**src/rtl/pn3_pkg.sv**
```systemverilog
// Shared types and constants for the 3D gradient noise block.
// No dependencies; every other file of the block imports this package.
package pn3_pkg;

    // Fractional bits of the coordinates unless the top level overrides them.
    localparam int FRAC_BITS_DEF = 16;

    // Permutation table geometry.
    localparam int TABLE_SIZE = 256;
    localparam int TABLE_AW   = $clog2(TABLE_SIZE);

    // Depth of the queue between the front and back parts (power of two).
    localparam int QUEUE_DEPTH = 4;

    // Item command codes.
    localparam logic CMD_WRITE = 1'b0;
    localparam logic CMD_EVAL  = 1'b1;

    // Result saturation bound in Q2.16.
    localparam int SAT_MAX   = 131072;
    localparam int OUT_WIDTH = 19;

    typedef struct packed {
        logic                cmd;
        logic [7:0]          table_index;
        logic [7:0]          table_value;
        logic [31:0]         coord_x;
        logic [31:0]         coord_y;
        logic [31:0]         coord_z;
    } pn3_item_t;

endpackage

```
**src/rtl/pn3_queue.sv**
```systemverilog
// Front part: accepts items and holds them in a short queue for the back part.
// Depends on pn3_pkg for the item type and the queue depth.
module pn3_queue (
    input  logic              clk,
    input  logic              rst_n,
    input  logic              in_valid,
    output logic              in_ready,
    input  pn3_pkg::pn3_item_t in_item,
    output logic              head_valid,
    output pn3_pkg::pn3_item_t head_item,
    input  logic              pop
);
    import pn3_pkg::*;

    localparam int QAW = $clog2(QUEUE_DEPTH);

    pn3_item_t        slot_reg [QUEUE_DEPTH];
    logic [QAW-1:0]   wr_ptr_reg;
    logic [QAW-1:0]   rd_ptr_reg;
    logic [QAW:0]     count_reg;
    logic [QAW:0]     count_next;
    logic             push;

    assign in_ready   = (count_reg != (QAW + 1)'(QUEUE_DEPTH));
    assign push       = in_valid && in_ready;
    assign head_valid = (count_reg != '0);
    assign head_item  = slot_reg[rd_ptr_reg];

    always_comb
    begin
        count_next = count_reg;
        if (push && !pop)
        begin
            count_next = count_reg + 1'b1;
        end
        else if (pop && !push)
        begin
            count_next = count_reg - 1'b1;
        end
    end

    always_ff @(posedge clk or negedge rst_n)
    begin
        if (!rst_n)
        begin
            wr_ptr_reg <= '0;
            rd_ptr_reg <= '0;
            count_reg  <= '0;
        end
        else
        begin
            count_reg <= count_next;
            if (push)
            begin
                wr_ptr_reg <= wr_ptr_reg + 1'b1;
            end
            if (pop)
            begin
                rd_ptr_reg <= rd_ptr_reg + 1'b1;
            end
        end
    end

    always_ff @(posedge clk)
    begin
        if (push)
        begin
            slot_reg[wr_ptr_reg] <= in_item;
        end
    end

`ifndef SYNTH
    a_count_bound: assert property (@(posedge clk) disable iff (!rst_n)
        count_reg <= (QAW + 1)'(QUEUE_DEPTH))
        else $error("queue count beyond depth");
    a_pop_nonempty: assert property (@(posedge clk) disable iff (!rst_n)
        pop |-> head_valid)
        else $error("pop from empty queue");
    a_count_track: assert property (@(posedge clk) disable iff (!rst_n)
        (push && !pop) |=> (count_reg == $past(count_reg) + 1'b1))
        else $error("queue count lost a push");
`endif

endmodule

```
**config.mk**
```make
export PLATFORM = sky130hd
export DESIGN_NAME = pn3_queue
export DESIGN_NICKNAME = d
export VERILOG_FILES = /design/src/rtl/pn3_pkg.sv /design/src/rtl/pn3_queue.sv
export SDC_FILE = /design/constraint.sdc
export NUM_CORES = 1
export LEC_CHECK = 0
export BUFFER_PORTS_ARGS = -buffer_cell sky130_fd_sc_hd__buf_4
export CORE_MARGIN = 5
export CORE_UTILIZATION = 55
export CTS_CLUSTER_DIAMETER = 30
export CTS_CLUSTER_SIZE = 16
export DETAILED_ROUTE_END_ITERATION = 7
export PLACE_DENSITY = 0.78
export SLEW_MARGIN = 10
export SYNTH_ARGS = -nofsm -noshare
export SYNTH_HDL_FRONTEND = slang
export SYNTH_SLANG_ARGS = --single-unit
```
**constraint.sdc**
```tcl
create_clock -name clk -period 7.4 [get_ports clk]
set_input_delay 1.48 -clock clk [delete_from_list [all_inputs] [get_ports clk]]
set_output_delay 1.48 -clock clk [all_outputs]
set_load 0.02 [all_outputs]
```
Word-level counts from Yosys, hierarchy flattened
Memories as Yosys holds them, arrays and structs flattened. Index checks and enable logic that the tools add are counted.

Memory bits (read-only): 0. Bits in writable memories: 452. Memories: 1. Bits in latches: 0. Register bits after elaboration: 7. Word-level logic and storage cells: 20. Bits of input ports: 117.

Equality and inequality tests: 1. Shift operators: 0. Reduce and logical (&&, ||, !) cells: 7. Add/subtract/negate cells: 4. Div/mod/pow operators: 0. Bitwise operators: 0. $mul: 0. Magnitude comparators: 0. Multiplexer cells: 4.

Memories: slot_reg (words 4, bits a word 113, read ports 1, clocked after memory_dff 0, wr ports 1, line pn3_queue.sv:17) `pn3_item_t slot_reg [QUEUE_DEPTH];`.

Operators by type and width (number): $mux W3 (2); $add A2 B1 Y2 const B (2); $add A3 B1 Y3 const B (1); $logic_and A1 B1 Y1 (3); $ne A3 B3 Y1 const B (1); $reduce_bool A3 Y1 (1); $sub A3 B1 Y3 const B (1); $logic_not A1 Y1 (2); $mux W1 (2); $reduce_bool A2 Y1 (1).

Depth between registers and ports, before layout
Gate-level depths: netlist of run 1.

Depth in word-level cells: 6. Mapped depth: 8. Depth with buffers taken out: 8.

Worst setup path after synthesis of run 1
OpenSTA, ideal clock, no wires.

Kind: in2reg. Start: input port in_valid. End: memory slot_reg[0][0] (netlist bit), enable pin. Setup slack: 2527 ps. Data required time: 6915 ps. Stages: 2. Path buffers: 0. Arrival: 4388 ps. Path through: a21boi_2 and2_1.

Cells in the longest elaborated chain, start to end: 3.

RTL lines: start, declared (line pn3_queue.sv:6) `input logic in_valid,`; $logic_and A1 B1 Y1 (line pn3_queue.sv:25) `assign push = in_valid && in_ready;`; $mux W1 (line pn3_queue.sv:66) `if (push)`; $mux W1 (not written as such) (line pn3_queue.sv:68) `slot_reg[wr_ptr_reg] <= in_item;`; end, declared (line pn3_queue.sv:17).

Every way passes these cells.

==> flow_metrics.tcl, run 1 <==
set metrics [dict create \
    initial_core_util_pct 56.0 \
    floorplan.rows 63 \
    report.final.setup_viol 0 \
    timing.rr.start "count_reg[0]$_DFFE_PN0P_" \
    synth_nets 749 \
    syn_area_per_cell_um2 26.7 \
    dp_worst_setup_slack_ps 3370 \
    required_ps 5920 \
    crit_fanout 63 \
    worstSkewPairLatency_ps 580 \
    worst_ep_arrival_time_ps 3080 \
    grt_setup_unrepaired "no" \
    detail_route.drc_violations 0 \
    worst_clock_skew_ps 12.2 \
    grt_antenna_before_repair 5 \
    kind_of_cell_with_the_highest_combined_delay_on_the_critical_path "flip-flops" \
    p_per_area_nw_per_um2 472 \
    mappedNetlistArea_um2 16700 \
    detail_route.iter0.violations 614 \
    detailed_place_hpwl_um 18900 \
    die_height_um 184 \
    postSynthRegisterBits 459 \
    post_route_cells_drive_above_1_share_pct 50.3 \
    vias 7760 \
    timing.final.ws_setup_ps 2840 \
    final-hold-violation-count 0 \
    gp_congestion 0.705 \
    synth_unique_cells 18 \
    placeableCoreArea_um2 29800 \
    htree_num_levels 3 \
    pwr-share-seq_pct 36.0 \
    crit_top_cell "buf_4" \
    grt_max_degree 73 \
    totalNegativeSetupSlack_ps 0 \
    drt-vias-per-instance 5.57 \
    overall_global_routing_usage_pct 20.2 \
    cts.repair_timing.setup_buffer_count 0 \
    max_slew_margin_pct 23.8 \
    power.share.combinational_pct 27.0 \
    criticalPathCategory "register to primary output" \
    power_switching_share_pct 29.8 \
    fp.dieArea_um2 33900 \
    clockRootBuffer "clkbuf_16" \
    largest_reg_flops 452 \
    post_synth_inst_count 626 \
    area_growth_syn_to_layout_pct 30.2 \
    hold_path.startpoint "count_reg[0]$_DFFE_PN0P_" \
    min_path_type "register to register" \
    drv.max_cap_violation_count 0 \
    p_switching_uw 3060 \
    crit_path_top_delay_cell "dfrtp_4" \
    overall_die_width_um 184 \
    timing.final.max_slew_violations 0 \
    worstPathBufferInverterCount 2 \
    vdd_ir_drop_max_mv 0.323 \
    cts_tree "built" \
    finalNetCount 1053 \
    finalWorstPathRequiredPeriod_ps 4560 \
    ctsLongestPathBuffers 3 \
    min_period_over_period_pct 61.6 \
    drt-pass1-iter-count 4 \
    io_buffer_count 231 \
    cp-start-kind "register" \
    wire_per_inst_um 24.4 \
    critPathMaxStageDelay_ps 1020 \
    max_freq_mhz 219 \
    outcome "finished clean" \
    cell_internal_power_uw 7190 \
    overflow 0 \
    timing_worst_slew_pin_value_ps 1140 \
    yosysWarnings 0 \
    total_leakage_power_uw 0.00760 \
    clock_power_share_pct 37.0 \
    cts.sinks 459 \
    cts-buffers-inserted 86 \
    num_io_pins 232 \
    number_of_global_route_vias_before_repair 8560 \
    worstSetupStartpoint "rd_ptr_reg[1]$_DFFE_PN0P_" \
    critPathCaptureType "primary output" \
    fin_hold_ws_ps 562 \
    cp_cell_sequence "buf_4 > mux4_2 > buf_4" \
    wirelength_um 33900 \
    cts_resized 0 \
    cts.clk_slew.worst_paths_ps 40 \
    drt.antenna.violating_nets 0 \
    synth-seq-area-share_pct 82.4 \
    holdBufCountCts 0 \
    grt_first_pass_wirelength_um 51100 \
]
## synth_stat cells (all sizes together)
cell | instances | area [µm²]
mux2 | 2 | 22.5
fa | 1 | 20.0
ha | 5 | 62.6
xor2 | 3 | 26.3
xnor2 | 3 | 26.3
edfxtp | 452 | 13600
a21boi | 1 | 11.3
mux4 | 113 | 2540
nor2 | 2 | 7.51
buf | 22 | 156
clkbuf | 4 | 15.0
nand2 | 2 | 7.51
dfrtp | 7 | 175
inv | 4 | 15.0
or3 | 1 | 6.26
and2 | 4 | 25.0
## routing by layer
metal	share of wire (%)	wire length [µm]	track usage (%)
met5	0.14	47	0
met4	1.7	583	5.59
met3	9.1	3100	7.60
met2	50	17000	32.1
met1	39	13200	26.7
## cell type report
type                    count  area [µm²]
diodes                      2        5.00
multi-input cells         137        2770
flip-flops and latches    459       13800
clock buffers              95        2210
well taps                 390         488
repair buffers            242        1820
inverters                   4        15.0
clock inverters            63         674
fillers                  1716        8060
## power groups by stage
stage	combinational, µW	sequential, µW	clock (µW)
after global placement	2790	3700	0
after global routing	2950	3740	4000
final	2770	3690	3790
after detailed placement	2810	3730	0
after floorplan	1860	3620	0
after CTS	2840	3700	3850
## cells by family after synthesis
group                      count (synthesis)  synth area share [%]
DFF                                      459                  82.4
muxes                                    115                  15.4
buffers and inverters                     30                  1.12
and+or+nand+nor                            9                 0.277
xor gates and xnor gates                   6                 0.315
adders and majority gates                  6                 0.495
AOI/OAI and AO/OA                          1                0.0674
## path summary, 6_finish.rpt
path | cells after the start | end | slack [ps]
setup / recovery | 3 | head_item[110] | 2840
min in group asynchronous | 1 | count_reg[2]$_DFFE_PN0P_ | 720
max in group asynchronous | 1 | rd_ptr_reg[0]$_DFFE_PN0P_ | 6520
hold / removal | 1 | count_reg[0]$_DFFE_PN0P_ | 560
hold reg to reg | 1 | count_reg[0]$_DFFE_PN0P_ | 560
setup reg to reg | 4 | slot_reg[2][26]$_DFFE_PP_ | 4460
## layout by cell type (no fill, tap or decap), drive strengths merged
cell	n
buf	242
dfrtp	7
mux4	113
fa	1
xnor2	3
bufinv	9
diode	2
xor2	3
and2	4
nand2	2
mux2	2
nor2	2
a21boi	1
or3	1
inv	15
edfxtp	452
clkbuf	95
ha	5
clkinv	29
clkinvlp	14
## through the flow
stage          cells  cell area [µm²]  power, µW  utilization, %
6_report        1392            21700      10300            72.9
5_1_grt         1392            21700      10700            72.9
4_1_cts         1390            21700      10400            72.9
3_3_place_gp    1232            18800       6490            63.2
2_1_floorplan    626            16700       5470               -
3_5_place_dp    1232            18800       6540            63.2
Power figures use the tool's default switching activity.
==> run 2: changes to the inputs <==
==> constraint.sdc (replaced) <==
create_clock -name clk -period 4.3 [get_ports clk]
set_input_delay 0.86 -clock clk [delete_from_list [all_inputs] [get_ports clk]]
set_output_delay 0.86 -clock clk [all_outputs]
set_load 0.02 [all_outputs]
==> run 2 against run 1 <==
  * Core utilization is 0.63 points lower
  * Hold slack worse by 440 ps
  * Wire length hardly changed
  * Critical path depth stayed put
  * Clock power is 54% higher
  * Final cell count is 1.1% lower
  * Sequential cell count stayed put
  * Power is 67% higher
  * Setup slack worse by 2000 ps
  * Via count is 0.37% lower
==> flow_metrics.tcl, run 2 (same netlist as run 1, synthesis figures left out) <==
set metrics [dict create \
    worst_clock_skew_ps 32.6 \
    fin_hold_ws_ps 120 \
    pwr-share-seq_pct 36.9 \
    cell_internal_power_uw 11900 \
    detailed_place_hpwl_um 19700 \
    holdBufCountCts 0 \
    required_ps 3440 \
    cp-start-kind "register" \
    clockRootBuffer "clkbuf_16" \
    drv.max_cap_violation_count 0 \
    worst_ep_arrival_time_ps 2650 \
    critPathCaptureType "primary output" \
    outcome "finished clean" \
    number_of_global_route_vias_before_repair 8618 \
    most-common-layout-cells "edfxtp_1, buf_4, mux4_2" \
    gp_congestion 0.727 \
    final_common_cell "edfxtp_1" \
    timing.final.max_slew_violations 0 \
    detail_route.iter0.violations 607 \
    grt_setup_unrepaired "no" \
    max_freq_mhz 285 \
    initial_core_util_pct 56.0 \
    io_buffer_count 231 \
    largest_reg_flops 452 \
    overflow 0 \
    reg2reg_slack_ps 1890 \
    max_slew_margin_pct 42.8 \
    cts_resized 0 \
    cts-buffers-inserted 74 \
    die_height_um 184 \
    cts_tree "built" \
    drt.antenna.violating_nets 0 \
    p_per_area_nw_per_um2 793 \
    detail_route.drc_violations 0 \
    grt_max_degree 60 \
    area_growth_syn_to_layout_pct 29.0 \
    wire_per_inst_um 24.7 \
    drt-vias-per-instance 5.61 \
    overall_die_width_um 184 \
    final-hold-violation-count 0 \
    grt_antenna_before_repair 1 \
    wirelength_um 34000 \
    num_antenna_cells 0 \
    vias 7731 \
    crit_fanout 38 \
    timing_worst_slew_pin_value_ps 858 \
    totalNegativeSetupSlack_ps 0 \
    p_switching_uw 5180 \
    floorplan.rows 63 \
    cts.sinks 459 \
    post-layout-total-power_uw 17100 \
    min_period_over_period_pct 81.6 \
    power.share.combinational_pct 28.9 \
    criticalPathCategory "register to primary output" \
    min_path_type "input port to asynchronous set/reset pin" \
    placeableCoreArea_um2 29800 \
    total_leakage_power_uw 0.00749 \
    drt-pass1-iter-count 5 \
    overall_global_routing_usage_pct 20.3 \
    cts.repair_timing.setup_buffer_count 0 \
    worstSkewPairLatency_ps 570 \
    report.final.setup_viol 0 \
    post_route_cells_drive_above_1_share_pct 49.4 \
    htree_num_levels 3 \
    cts.clk_slew.worst_paths_ps 50 \
    grt_first_pass_wirelength_um 51600 \
    clock_power_share_pct 34.2 \
    finalNetCount 1049 \
    detailed_place.area_um2 19000 \
    power_switching_share_pct 30.3 \
    ctsLongestPathBuffers 3 \
    vdd_ir_drop_max_mv 0.594 \
    num_io_pins 232 \
    finalWorstPathRequiredPeriod_ps 3510 \
    postLayoutCellArea_um2 21500 \
    fp.dieArea_um2 33900 \
]
==> run 2: cell count changes in the layout (fill, tap and decap cells not counted), sizes merged <==
cell,before,now
buf,242,250
bufinv,9,8
clkbuf,95,83
clkinvlp,14,10
inv,15,13
clkinv,29,27
diode,2,0
==> run 2: power groups by stage <==
stage / Sequential (µW) / Clock (µW) / Combinational, µW
CTS: 6330 / 5930 / 5050
floorplan: 6220 / 0 / 3200
global placement: 6330 / 0 / 4950
global route: 6400 / 6200 / 5250
finish: 6310 / 5840 / 4940
detailed placement: 6390 / 0 / 4990
==> run 2: area by class of cell <==
class	instances	area [µm²]
Fill cell	1674	8250
Inverter	4	15.0
Clock buffer	83	1890
Clock inverter	54	652
Multi-Input combinational cell	137	2770
Tap cell	390	488
Sequential cell	459	13800
Timing Repair Buffer	250	1980
==> run 2: worst paths after layout <==
| path | from | depth (start not counted) | endpoint |
|---|---|---|---|
| worst max-delay path | rd_ptr_reg[0]$_DFFE_PN0P_ | 3 | head_item[98] |
| min in group clk | in_item[104] | 1 | slot_reg[1][104]$_DFFE_PP_ |
| worst max register to register | count_reg[0]$_DFFE_PN0P_ | 4 | slot_reg[1][3]$_DFFE_PP_ |
| worst min-delay path | rst_n | 1 | count_reg[1]$_DFFE_PN0P_ |
| worst min register to register | count_reg[2]$_DFFE_PN0P_ | 1 | count_reg[2]$_DFFE_PN0P_ |
| max in group asynchronous | rst_n | 1 | rd_ptr_reg[0]$_DFFE_PN0P_ |
==> run 2: worst max-delay path, cell delays in order, from the launching register on <==
cell and delay [ps]:
dfrtp_4 950, buf_4 380, mux4_2 570, buf_4 180
==> run 2: per-layer routing <==
metal	wire [µm]	vias up	GRT usage, %
met4	590	2	5.41
li1	-	3333	-
met3	2920	55	6.71
met1	13300	4020	26.9
met5	13	-	0
met2	17200	321	33.1
==> run 2: metrics by stage <==
stage	std cells	util, %	worst slack [ps]
final	1377	72.3	793
after global routing	1377	72.3	597
after CTS	1377	72.3	694
after detailed placement	1240	63.8	1330
after global placement	1240	63.8	1320
after floorplan	626	-	47.0
==> run 3: changes to the inputs <==
--- a/config.mk
+++ b/config.mk
@@ -5,13 +5,14 @@
 export SDC_FILE = /design/constraint.sdc
 export NUM_CORES = 1
 export LEC_CHECK = 0
+export ABC_AREA = 1
 export BUFFER_PORTS_ARGS = -buffer_cell sky130_fd_sc_hd__buf_4
 export CORE_MARGIN = 5
-export CORE_UTILIZATION = 55
+export CORE_UTILIZATION = 52
 export CTS_CLUSTER_DIAMETER = 30
 export CTS_CLUSTER_SIZE = 16
 export DETAILED_ROUTE_END_ITERATION = 7
-export PLACE_DENSITY = 0.78
+export PLACE_DENSITY = 0.77
 export SLEW_MARGIN = 10
 export SYNTH_ARGS = -nofsm -noshare
 export SYNTH_HDL_FRONTEND = slang
==> constraint.sdc (replaced) <==
create_clock -name clk -period 3.15 [get_ports clk]
set_input_delay 0.63 -clock clk [delete_from_list [all_inputs] [get_ports clk]]
set_output_delay 0.63 -clock clk [all_outputs]
set_load 0.02 [all_outputs]
==> run 3 against run 2 <==
  * Synthesized cell count increased by 120%
  * Hold slack better by 130 ps
  * Highest routed layer is now met4
  * Largest power group is now clock
  * Clock power is 60% higher
==> flow_metrics.tcl, run 3 <==
set metrics [dict create \
    cts-buffers-inserted 80 \
    most-common-layout-cells "edfxtp_1, nand2_1, buf_4" \
    cp_cell_sequence "buf_12 > buf_12 > nand2_1 > o211ai_1 > nand2_1 > buf_4" \
    drt.antenna.violating_nets 0 \
    crit_path_top_delay_cell "dfrtp_4" \
    criticalPathCategory "register to primary output" \
    vias 11205 \
    min_path_type "input port to register" \
    max_slew_margin_pct 61.0 \
    detailed_place.area_um2 20600 \
    timing.final.max_slew_violations 0 \
    overall_global_routing_usage_pct 20.2 \
    totalNegativeSetupSlack_ps 0 \
    finalNetCount 1759 \
    footprint_of_the_flip_flops_and_latches_um2 13800 \
    syn_area_per_cell_um2 13.3 \
    overflow 0 \
    overall_die_width_um 197 \
    total_leakage_power_uw 0.00950 \
    grt_antenna_before_repair 0 \
    gp_congestion 0.765 \
    n_fill_cell 2275 \
    synth-edff-count 452 \
    synth_unique_cells 18 \
    grt_setup_unrepaired "no" \
    worst_clock_skew_ps 15.1 \
    synthDominantCellAreaShare_pct 74.7 \
    critPathMaxStageDelay_ps 520 \
    final-hold-violation-count 0 \
    final_core_util_pct 68.1 \
    wire_per_inst_um 18.4 \
    drv.max_cap_violation_count 0 \
    report.final.setup_viol 0 \
    die_height_um 197 \
    drt-pass1-iter-count 7 \
    cts.sinks 459 \
    timing_worst_slew_pin_value_ps 585 \
    postLayoutCellArea_um2 23500 \
    final_common_cell "edfxtp_1" \
    placed_cells 2008 \
    cts.clk_slew.worst_paths_ps 50 \
    detail_route.iter0.violations 768 \
    io_buffer_count 231 \
    holdBufCountCts 1 \
    max_freq_mhz 353 \
    num_io_pins 232 \
    number_of_global_route_vias_before_repair 11627 \
    htree_num_levels 3 \
    cts.repair_timing.setup_buffer_count 0 \
    min_period_over_period_pct 90.0 \
    synth_nets 1494 \
    outcome "finished clean" \
    initial_core_util_pct 52.6 \
    finalWorstPathRequiredPeriod_ps 2830 \
    synthTopCellsByArea "edfxtp_1, o211ai_1, nand2_1, inv_1, buf_2" \
    required_ps 2520 \
    post_synth_inst_count 1371 \
    vdd_ir_drop_max_mv 0.723 \
    p_per_area_nw_per_um2 1120 \
    drt-vias-per-instance 5.20 \
    postSynthRegisterBits 459 \
    cts_tree "built" \
    fp.dieArea_um2 38800 \
    detail_route.drc_violations 0 \
    largest_reg_flops 452 \
    most_frequent_cells_after_synthesis "edfxtp_1, nand2_1, inv_1" \
    cp-start-kind "register" \
    post-synth-top-count-cell "edfxtp_1" \
    worst_ep_arrival_time_ps 2200 \
    post_route_cells_drive_above_1_share_pct 23.3 \
    mappedNetlistArea_um2 18200 \
    finalNonFillerCells 2156 \
    wirelength_um 39700 \
    num_antenna_cells 0 \
    area_growth_syn_to_layout_pct 29.4 \
    yosysWarnings 0 \
    detailed_place_hpwl_um 22500 \
    floorplan.rows 68 \
    critPathCaptureType "primary output" \
    ctsLongestPathBuffers 3 \
    crit_fanout 72 \
    synth-seq-area-share_pct 75.6 \
    worstSkewPairLatency_ps 580 \
    clockRootBuffer "clkbuf_16" \
    post-synth-top-area-cell "edfxtp_1" \
    cts_resized 0 \
    postSynth.topFlopCell "edfxtp_1" \
    grt_max_degree 117 \
    multi_input_area_um2 3200 \
    placeableCoreArea_um2 34500 \
    async_s_r_ff_share_synth_pct 1.53 \
    grt_first_pass_wirelength_um 61600 \
    rr_worst_depth 5 \
    timing.hold.worst_path_depth 1 \
]
[run 3: layout make-up]
class,count,share of cell area (%)
Sequential cell,459,58.5
Multi-Input combinational cell,596,13.6
Timing Repair Buffer,258,9.09
Clock buffer,89,8.83
Inverter,241,3.86
Clock inverter,58,3.74
Tap cell,455,2.42
[run 3: power breakdown]
group          switching (µW)  total [µW]  internal, µW
registers                 317        8360          8040
logic                    5620        8660          3040
clock network            2920        9340          6420
[run 3: critical path: cells and delay by family (launching register included)]
kind / cells / cell delay (ps)
AND/OR/NAND/NOR: 2 / 220
AO/OA/AOI/OAI: 1 / 120
buffers and inverters: 3 / 730
flip-flops: 1 / 520
[run 3: path summary, 6_finish.rpt]
| check | start | end | slack [ps] |
|---|---|---|---|
| max | rd_ptr_reg[0]$_DFFE_PN0P_ | head_item[4] | 320 |
| min in group asynchronous | rst_n | count_reg[1]$_DFFE_PN0P_ | 470 |
| min | in_item[8] | slot_reg[1][8]$_DFFE_PP_ | 250 |
| min reg2reg | count_reg[2]$_DFFE_PN0P_ | count_reg[2]$_DFFE_PN0P_ | 510 |
| max reg2reg | count_reg[0]$_DFFE_PN0P_ | slot_reg[1][65]$_DFFE_PP_ | 990 |
| max in group asynchronous | rst_n | rd_ptr_reg[1]$_DFFE_PN0P_ | 2520 |
[run 3: logic make-up after synthesis]
family	count (synthesis)	synth area share, %
xor gates and xnor gates	3	0.145
buffers and inverters	316	6.94
adders and majority gates	6	0.454
DFF	459	75.6
AOI/OAI and AO/OA	227	9.36
and+or+nand+nor	360	7.48
[run 3: stage by stage]
stage | power (µW) | hold slack, ps | worst slack [ps]
after global placement | 16900 | 462 | 970
after detailed placement | 17200 | 465 | 901
after floorplan | 13700 | 334 | -1210
after CTS | 26600 | 211 | 274
after global routing | 27600 | 221 | 189
final | 26400 | 249 | 315
[run 3: metal layers]
metal / up-vias / global-route usage (%) / wire (µm)
li1: 5337 / - / -
met5: - / 0 / 0
met1: 5387 / 25.9 / 16100
met4: 0 / 7.42 / 898
met2: 410 / 33.1 / 19400
met3: 71 / 5.98 / 3350
